File: src/rtl/core/lrn_pkg.sv
// Shared types, constants and the exponent root table for the LRN cross-channel block.
package lrn_pkg;

   localparam int MAX_WINDOW  = 15;
   localparam int DELAY_DEPTH = (MAX_WINDOW + 1) / 2;
   localparam int WIN_IDX_W   = $clog2(MAX_WINDOW);
   localparam int DLY_IDX_W   = $clog2(DELAY_DEPTH);
   localparam int LOG_BITS    = 20;
   localparam int DIV_STEPS   = 37;
   localparam int ROOT_W      = 31;

   typedef enum logic [1:0] {
      CSR_LOCAL_SIZE = 2'd0,
      CSR_ALPHA      = 2'd1,
      CSR_BETA       = 2'd2,
      CSR_K          = 2'd3
   } csr_index_type;

   typedef enum logic [3:0] {
      ST_IDLE,
      ST_PUSH,
      ST_CHECK,
      ST_MUL,
      ST_DIV_LOAD,
      ST_DIV,
      ST_SCALE,
      ST_NORM,
      ST_LOG,
      ST_BMUL,
      ST_EXP_PREP,
      ST_EXP,
      ST_MMUL,
      ST_OUT,
      ST_NEXT
   } state_type;

   typedef struct packed {
      logic       capture;
      logic       push;
      logic       flush;
      logic       mul;
      logic       div_load;
      logic       div_step;
      logic       scale;
      logic       norm_step;
      logic       z_load;
      logic       log_step;
      logic       bmul;
      logic       exp_prep;
      logic       exp_step;
      logic [4:0] idx;
      logic       mmul;
      logic       load;
      logic       last;
      logic       clear;
   } cmd_type;

   typedef struct packed {
      logic                 emit_ok;
      logic                 zero;
      logic                 norm_done;
      logic                 rsp_free;
      logic [DLY_IDX_W-1:0] pad;
   } status_type;

   // Chain of integer square roots of 2.0 in Q1.30, each taken from the previous one.
   function automatic logic [LOG_BITS*ROOT_W-1:0] build_roots();
      logic [63:0] root;
      logic [63:0] v;
      logic [63:0] r;
      logic [63:0] b;
      logic [LOG_BITS*ROOT_W-1:0] tab;
      root = 64'd1 << 31;
      tab  = '0;
      for (int i = 0; i < LOG_BITS; i++) begin
         v = root << 30;
         r = 64'd0;
         b = 64'd1 << 62;
         for (int n = 0; n < 32; n++) begin
            if (b > v) b = b >> 2;
         end
         for (int n = 0; n < 32; n++) begin
            if (b != 64'd0) begin
               if (v >= r + b) begin
                  v = v - (r + b);
                  r = (r >> 1) + b;
               end else begin
                  r = r >> 1;
               end
               b = b >> 2;
            end
         end
         root = r;
         tab[i*ROOT_W +: ROOT_W] = r[ROOT_W-1:0];
      end
      return tab;
   endfunction

   localparam logic [LOG_BITS*ROOT_W-1:0] ROOT_TABLE = build_roots();

endpackage

File: src/rtl/core/lrn_control.sv
// Controller state machine that sequences the window update and the normalization steps.
module lrn_control import lrn_pkg::*; (
   input  logic       clock,
   input  logic       reset,
   input  logic       req_valid,
   output logic       req_ready,
   input  logic       req_last_channel,
   input  status_type status,
   output cmd_type    cmd
);

   state_type state_ff, state_in;
   logic [5:0]           cnt_ff, cnt_in;
   logic [DLY_IDX_W-1:0] flush_left_ff, flush_left_in;
   logic                 item_last_ff, item_last_in;
   logic                 flushing_ff, flushing_in;
   logic                 accept;

   assign accept = req_valid && (state_ff == ST_IDLE);

   always_comb begin
      state_in      = state_ff;
      cnt_in        = cnt_ff;
      flush_left_in = flush_left_ff;
      item_last_in  = item_last_ff;
      flushing_in   = flushing_ff;
      unique case (state_ff)
         ST_IDLE: begin
            if (req_valid) begin
               state_in      = ST_PUSH;
               item_last_in  = req_last_channel;
               flush_left_in = req_last_channel ? status.pad : '0;
               flushing_in   = 1'b0;
            end
         end
         ST_PUSH:     state_in = ST_CHECK;
         ST_CHECK:    state_in = status.emit_ok ? ST_MUL : ST_NEXT;
         ST_MUL:      state_in = ST_DIV_LOAD;
         ST_DIV_LOAD: begin
            state_in = ST_DIV;
            cnt_in   = 6'd0;
         end
         ST_DIV: begin
            cnt_in = cnt_ff + 6'd1;
            if (cnt_ff == 6'(DIV_STEPS - 1)) state_in = ST_SCALE;
         end
         ST_SCALE: state_in = ST_NORM;
         ST_NORM: begin
            if (status.zero) begin
               state_in = ST_OUT;
            end else if (status.norm_done) begin
               state_in = ST_LOG;
               cnt_in   = 6'd0;
            end
         end
         ST_LOG: begin
            cnt_in = cnt_ff + 6'd1;
            if (cnt_ff == 6'(LOG_BITS - 1)) state_in = ST_BMUL;
         end
         ST_BMUL:     state_in = ST_EXP_PREP;
         ST_EXP_PREP: begin
            state_in = ST_EXP;
            cnt_in   = 6'd0;
         end
         ST_EXP: begin
            cnt_in = cnt_ff + 6'd1;
            if (cnt_ff == 6'(LOG_BITS - 1)) state_in = ST_MMUL;
         end
         ST_MMUL: state_in = ST_OUT;
         ST_OUT:  if (status.rsp_free) state_in = ST_NEXT;
         ST_NEXT: begin
            if (flush_left_ff == '0) begin
               state_in = ST_IDLE;
            end else begin
               flush_left_in = flush_left_ff - 1'b1;
               flushing_in   = 1'b1;
               state_in      = ST_PUSH;
            end
         end
         default: state_in = ST_IDLE;
      endcase
   end

   always_comb begin
      cmd       = '0;
      req_ready = 1'b0;
      cmd.idx   = cnt_ff[4:0];
      cmd.flush = flushing_ff;
      unique case (state_ff)
         ST_IDLE: begin
            req_ready   = 1'b1;
            cmd.capture = 1'b1;
         end
         ST_PUSH:     cmd.push = 1'b1;
         ST_CHECK:    ;
         ST_MUL:      cmd.mul = 1'b1;
         ST_DIV_LOAD: cmd.div_load = 1'b1;
         ST_DIV:      cmd.div_step = 1'b1;
         ST_SCALE:    cmd.scale = 1'b1;
         ST_NORM: begin
            if (!status.zero) begin
               if (status.norm_done) cmd.z_load = 1'b1;
               else cmd.norm_step = 1'b1;
            end
         end
         ST_LOG:      cmd.log_step = 1'b1;
         ST_BMUL:     cmd.bmul = 1'b1;
         ST_EXP_PREP: cmd.exp_prep = 1'b1;
         ST_EXP:      cmd.exp_step = 1'b1;
         ST_MMUL:     cmd.mmul = 1'b1;
         ST_OUT: begin
            cmd.load = status.rsp_free;
            cmd.last = item_last_ff && (flush_left_ff == '0);
         end
         ST_NEXT:     cmd.clear = item_last_ff && (flush_left_ff == '0);
         default:     ;
      endcase
   end

   always_ff @(posedge clock) begin
      if (reset) begin
         state_ff      <= ST_IDLE;
         cnt_ff        <= 6'd0;
         flush_left_ff <= '0;
         item_last_ff  <= 1'b0;
         flushing_ff   <= 1'b0;
      end else begin
         state_ff      <= state_in;
         cnt_ff        <= cnt_in;
         flush_left_ff <= flush_left_in;
         item_last_ff  <= item_last_in;
         flushing_ff   <= flushing_in;
      end
   end

   a_accept_push: assert property (@(posedge clock) disable iff (reset)
      accept |=> state_ff == ST_PUSH)
      else $error("Accepted transaction did not start a window update.");

   a_out_hold: assert property (@(posedge clock) disable iff (reset)
      (state_ff == ST_OUT && !status.rsp_free) |=> state_ff == ST_OUT)
      else $error("Result left the output state while the result register was busy.");

   a_log_count: assert property (@(posedge clock) disable iff (reset)
      (state_ff == ST_LOG || state_ff == ST_EXP) |-> cnt_ff < 6'(LOG_BITS))
      else $error("Log or exp step count overran.");

   a_flush_only_last: assert property (@(posedge clock) disable iff (reset)
      (state_ff == ST_NEXT && flush_left_ff != '0) |-> item_last_ff)
      else $error("Flush slot scheduled for a channel that is not the last.");

endmodule

File: config.mk
export PLATFORM = sky130hd
export DESIGN_NAME = lrn_control
export DESIGN_NICKNAME = d
export VERILOG_FILES = /design/src/rtl/core/lrn_pkg.sv /design/src/rtl/core/lrn_control.sv
export SDC_FILE = /design/constraint.sdc
export NUM_CORES = 1
export LEC_CHECK = 0
export BUFFER_PORTS_ARGS = -buffer_cell sky130_fd_sc_hd__buf_2
export CAP_MARGIN = 20
export CORE_AREA = 4 4 69 71
export DETAILED_ROUTE_END_ITERATION = 16
export DIE_AREA = 0 0 73 75
export MAX_ROUTING_LAYER = met4
export SETUP_SLACK_MARGIN = 0.05
export SLEW_MARGIN = 0
export SYNTH_ARGS = -nofsm -noshare
export SYNTH_HDL_FRONTEND = slang
export SYNTH_SLANG_ARGS = --single-unit
File: constraint.sdc
create_clock -name clock -period 3.9 [get_ports clock]
set_input_delay 0.585 -clock clock [delete_from_list [all_inputs] [get_ports clock]]
set_output_delay 0.585 -clock clock [all_outputs]
set_load 0.02 [all_outputs]
==> impl_metrics.env <==
export IMPL_total_leakage_power_nw=0.559
export IMPL_status="finished clean"
export IMPL_synth_nets=165
export IMPL_drv_slew=0
export IMPL_drv_cap=0
export IMPL_critPathMaxFanout=19
export IMPL_sequentialPowerShare_pct=31.7
export IMPL_die_area_um2=5480
export IMPL_drt_initial_drc_count=61
export IMPL_r2r_start="state_ff[1]"
export IMPL_power_switching_uw=446
export IMPL_avgRoutedWirePerCell_um=12.0
export IMPL_grtUsageTotal_pct=10.1
export IMPL_yosysWarnings=0
export IMPL_reg2reg_depth=5
export IMPL_firstDrtPassIters=4
export IMPL_htreeDepth=1
export IMPL_crit_arrival_ns=1.85
export IMPL_die_width_um=73
export IMPL_nFillCells=464
export IMPL_fmax_mhz=411
export IMPL_synth_top_cell_area_share_pct=26.3
export IMPL_min_period_ns=2.43
export IMPL_intPower_uw=457
export IMPL_ys_seq_elements=15
export IMPL_synth_top_area_cell="dfxtp_1"
export IMPL_ys_types=49
export IMPL_routed_wl_um=2660
export IMPL_root_buffer="clkbuf_8"
export IMPL_powerDensity_nw_per_um2=689
export IMPL_cts_resized_gates=0
export IMPL_drc_errors=0
export IMPL_crit_path_end_kind="output pin"
export IMPL_fin_nets=186
export IMPL_reg2reg_to="cnt_ff[5]"
export IMPL_synth_edf_count=0
export IMPL_holdCritPathClass="register to register"
export IMPL_antenna_left=0
export IMPL_cts_sinks=15
export IMPL_worst_slew_pin_slew_ns=0.601
export IMPL_synthesis_area_um2=1140
export IMPL_ioPinCount=34
export IMPL_finalPower_uw=904
export IMPL_r2r_slack_ns=1.83
export IMPL_finalCritPeriodShare_pct=62.4
export IMPL_dpl_hpwl_um=2030
export IMPL_grt_pass1_vias=905
export IMPL_ys_flop_type="dfxtp_1"
export IMPL_gr_total_overflow=0
export IMPL_antenna_found_initial=0
export IMPL_area_delta_synth_final_pct=14.9
export IMPL_cts_tree="built"
export IMPL_cts_buffers=3
export IMPL_seq_area_frac_synth_pct=26.3
export IMPL_cts_hold_buffers=0
export IMPL_ir_drop_v=0.000258
export IMPL_finalSetupTns_ns=0
export IMPL_drive_above_1_share_pct=25.3
export IMPL_antenna_cells=0
export IMPL_gp_congestion=0.789
export IMPL_insertion_delay_ns=0.25
export IMPL_synthCells=150
export IMPL_clockPowerShare_pct=14.1
export IMPL_die_h_um=75
export IMPL_finalSetupViolations=0
export IMPL_clockBufferDepth=2
export IMPL_comb_power_share_pct=54.2
export IMPL_synth_area_top_cells="dfxtp_1 26%, nor2_1 6.6%, nor3_1 5.3%"
export IMPL_start_kind="register"
export IMPL_rows=24
export IMPL_finalHoldViolCount=0
export IMPL_syn_avg_cell_area_um2=7.61
export IMPL_fin_util_pct=31.0
export IMPL_grt_start_max_net_pins=21
export IMPL_crit_start="state_ff[0]"
export IMPL_cts_setup_buffers=0
export IMPL_max_slew_margin_pct=59.9
export IMPL_worstHoldStart="flushing_ff"
export IMPL_rsz0062_at_grt="no"
export IMPL_via_per_inst=4.76
export IMPL_critical_path_class="register to output pin"
export IMPL_endpoint="cmd[14]"
export IMPL_path_clk_slew_ns=0.07
export IMPL_grt_pass1_wl_um=4270
export IMPL_core_area_um2=4230
export IMPL_vias=1057
export IMPL_fin_worst_skew_ns=0.00628
export IMPL_numPortBuffers=33
export IMPL_crit_required_ns=3.31
export IMPL_start_util_pct=27.0
export IMPL_switching_share_pct=49.4
export IMPL_async_flop_share_pct=0
==> final cells by class <==
type	instances	area (um2)	area share, %
tap	52	65.1	4.96
clock buffer	4	45.0	3.44
sequential	15	300	22.9
multi-input combinational	107	694	53.0
timing repair buffer	33	165	12.6
inverter	11	41.3	3.15
==> flip-flops by register name, summed over array words and instances, names as in the netlist <==
name and count:
item_last_ff 1, flushing_ff 1, state_ff 4, flush_left_ff 3
cnt_ff 6
==> synth_stat cells (2+ instances only) <==
| master | instances |
|---|---|
| buf_4 | 7 |
| a21oi_1 | 7 |
| dfxtp_1 | 15 |
| ha_1 | 4 |
| nand2_1 | 8 |
| a211o_1 | 2 |
| o21ai_1 | 2 |
| nand4b_1 | 3 |
| a211oi_2 | 3 |
| buf_2 | 6 |
| nand3_1 | 2 |
| a31oi_1 | 3 |
| nor2_1 | 20 |
| nand2b_1 | 3 |
| nor2b_1 | 2 |
| clkbuf_1 | 2 |
| xor2_1 | 5 |
| o21ai_0 | 3 |
| o2111ai_1 | 2 |
| inv_1 | 9 |
| nor3_1 | 12 |
| a211oi_1 | 2 |
| o22ai_1 | 2 |
==> kinds of logic (layout without fill, tap and decap cells) <==
| kind of cell | after synthesis | in the layout | synth area share (%) |
|---|---|---|---|
| AND/OR/NAND/NOR | 63 | 63 | 30.4 |
| AO/OA/AOI/OAI | 34 | 34 | 21.4 |
| buffers and inverters | 28 | 48 | 12.8 |
| flip-flops | 15 | 15 | 26.3 |
| XOR/XNOR | 5 | 5 | 3.84 |
| adder cells (fa/ha/maj) | 4 | 4 | 4.39 |
| multiplexers | 1 | 1 | 0.877 |
==> layout by cell type, fill, tap and decap left out, drive strengths merged, types with 2 or more instances in the layout <==
cell type / netlist / final
inv: 10 / 10
ha: 4 / 4
nand4b: 3 / 3
a31oi: 3 / 3
a211o: 2 / 2
a21oi: 7 / 7
dfxtp: 15 / 15
clkbuf: 2 / 4
buf: 15 / 33
xor2: 5 / 5
nand2b: 3 / 3
o2111ai: 2 / 2
nand2: 8 / 8
o21ai: 5 / 5
nor2: 21 / 21
a211oi: 5 / 5
nor2b: 2 / 2
nand4: 2 / 2
nor3: 12 / 12
nand3: 2 / 2
o22ai: 2 / 2
==> per-layer routing <==
metal	GRT usage, %	part of all wire, %	wire [um]
met5	-	0	0
met4	4.30	1.5	41
met3	1.34	6.0	161
met2	13.4	39	1030
met1	15.1	54	1430
==> power groups by stage <==
stage	clock, mW	combinational [mW]	sequential (mW)
2_1_floorplan	0	0.436	0.210
3_3_place_gp	0	0.496	0.286
3_5_place_dp	0	0.490	0.288
4_1_cts	0.130	0.493	0.285
5_1_grt	0.135	0.546	0.300
6_report	0.127	0.490	0.286
==> critical path, stage by stage (launching register included) <==
cell and delay (ns):
dfxtp_1 0.69, nand4b_1 0.24, or3_1 0.43, inv_1 0.08, buf_2 0.16
==> how the worst min path moves through the flow <==
stage / end / slack, ns / cells past startpoint
floorplan: flushing_ff / 0.43 / 2
global placement: flushing_ff / 0.44 / 2
detailed placement: flushing_ff / 0.46 / 2
CTS: flushing_ff / 0.47 / 2
global route: flushing_ff / 0.50 / 2
finish: flushing_ff / 0.47 / 2
==> stage by stage <==
| step | instance area, um2 | worst slack [ns] | cells | hold slack (ns) |
|---|---|---|---|---|
| after detailed placement | 1270 | 1.74 | 218 | 0.456 |
| final | 1310 | 1.47 | 222 | 0.465 |
| after CTS | 1310 | 1.46 | 222 | 0.473 |
| after global routing | 1310 | 1.30 | 222 | 0.504 |
| after floorplan | 1140 | 2.00 | 150 | 0.433 |
| after global placement | 1270 | 1.79 | 218 | 0.442 |
(Power assumes the default switching activity.)
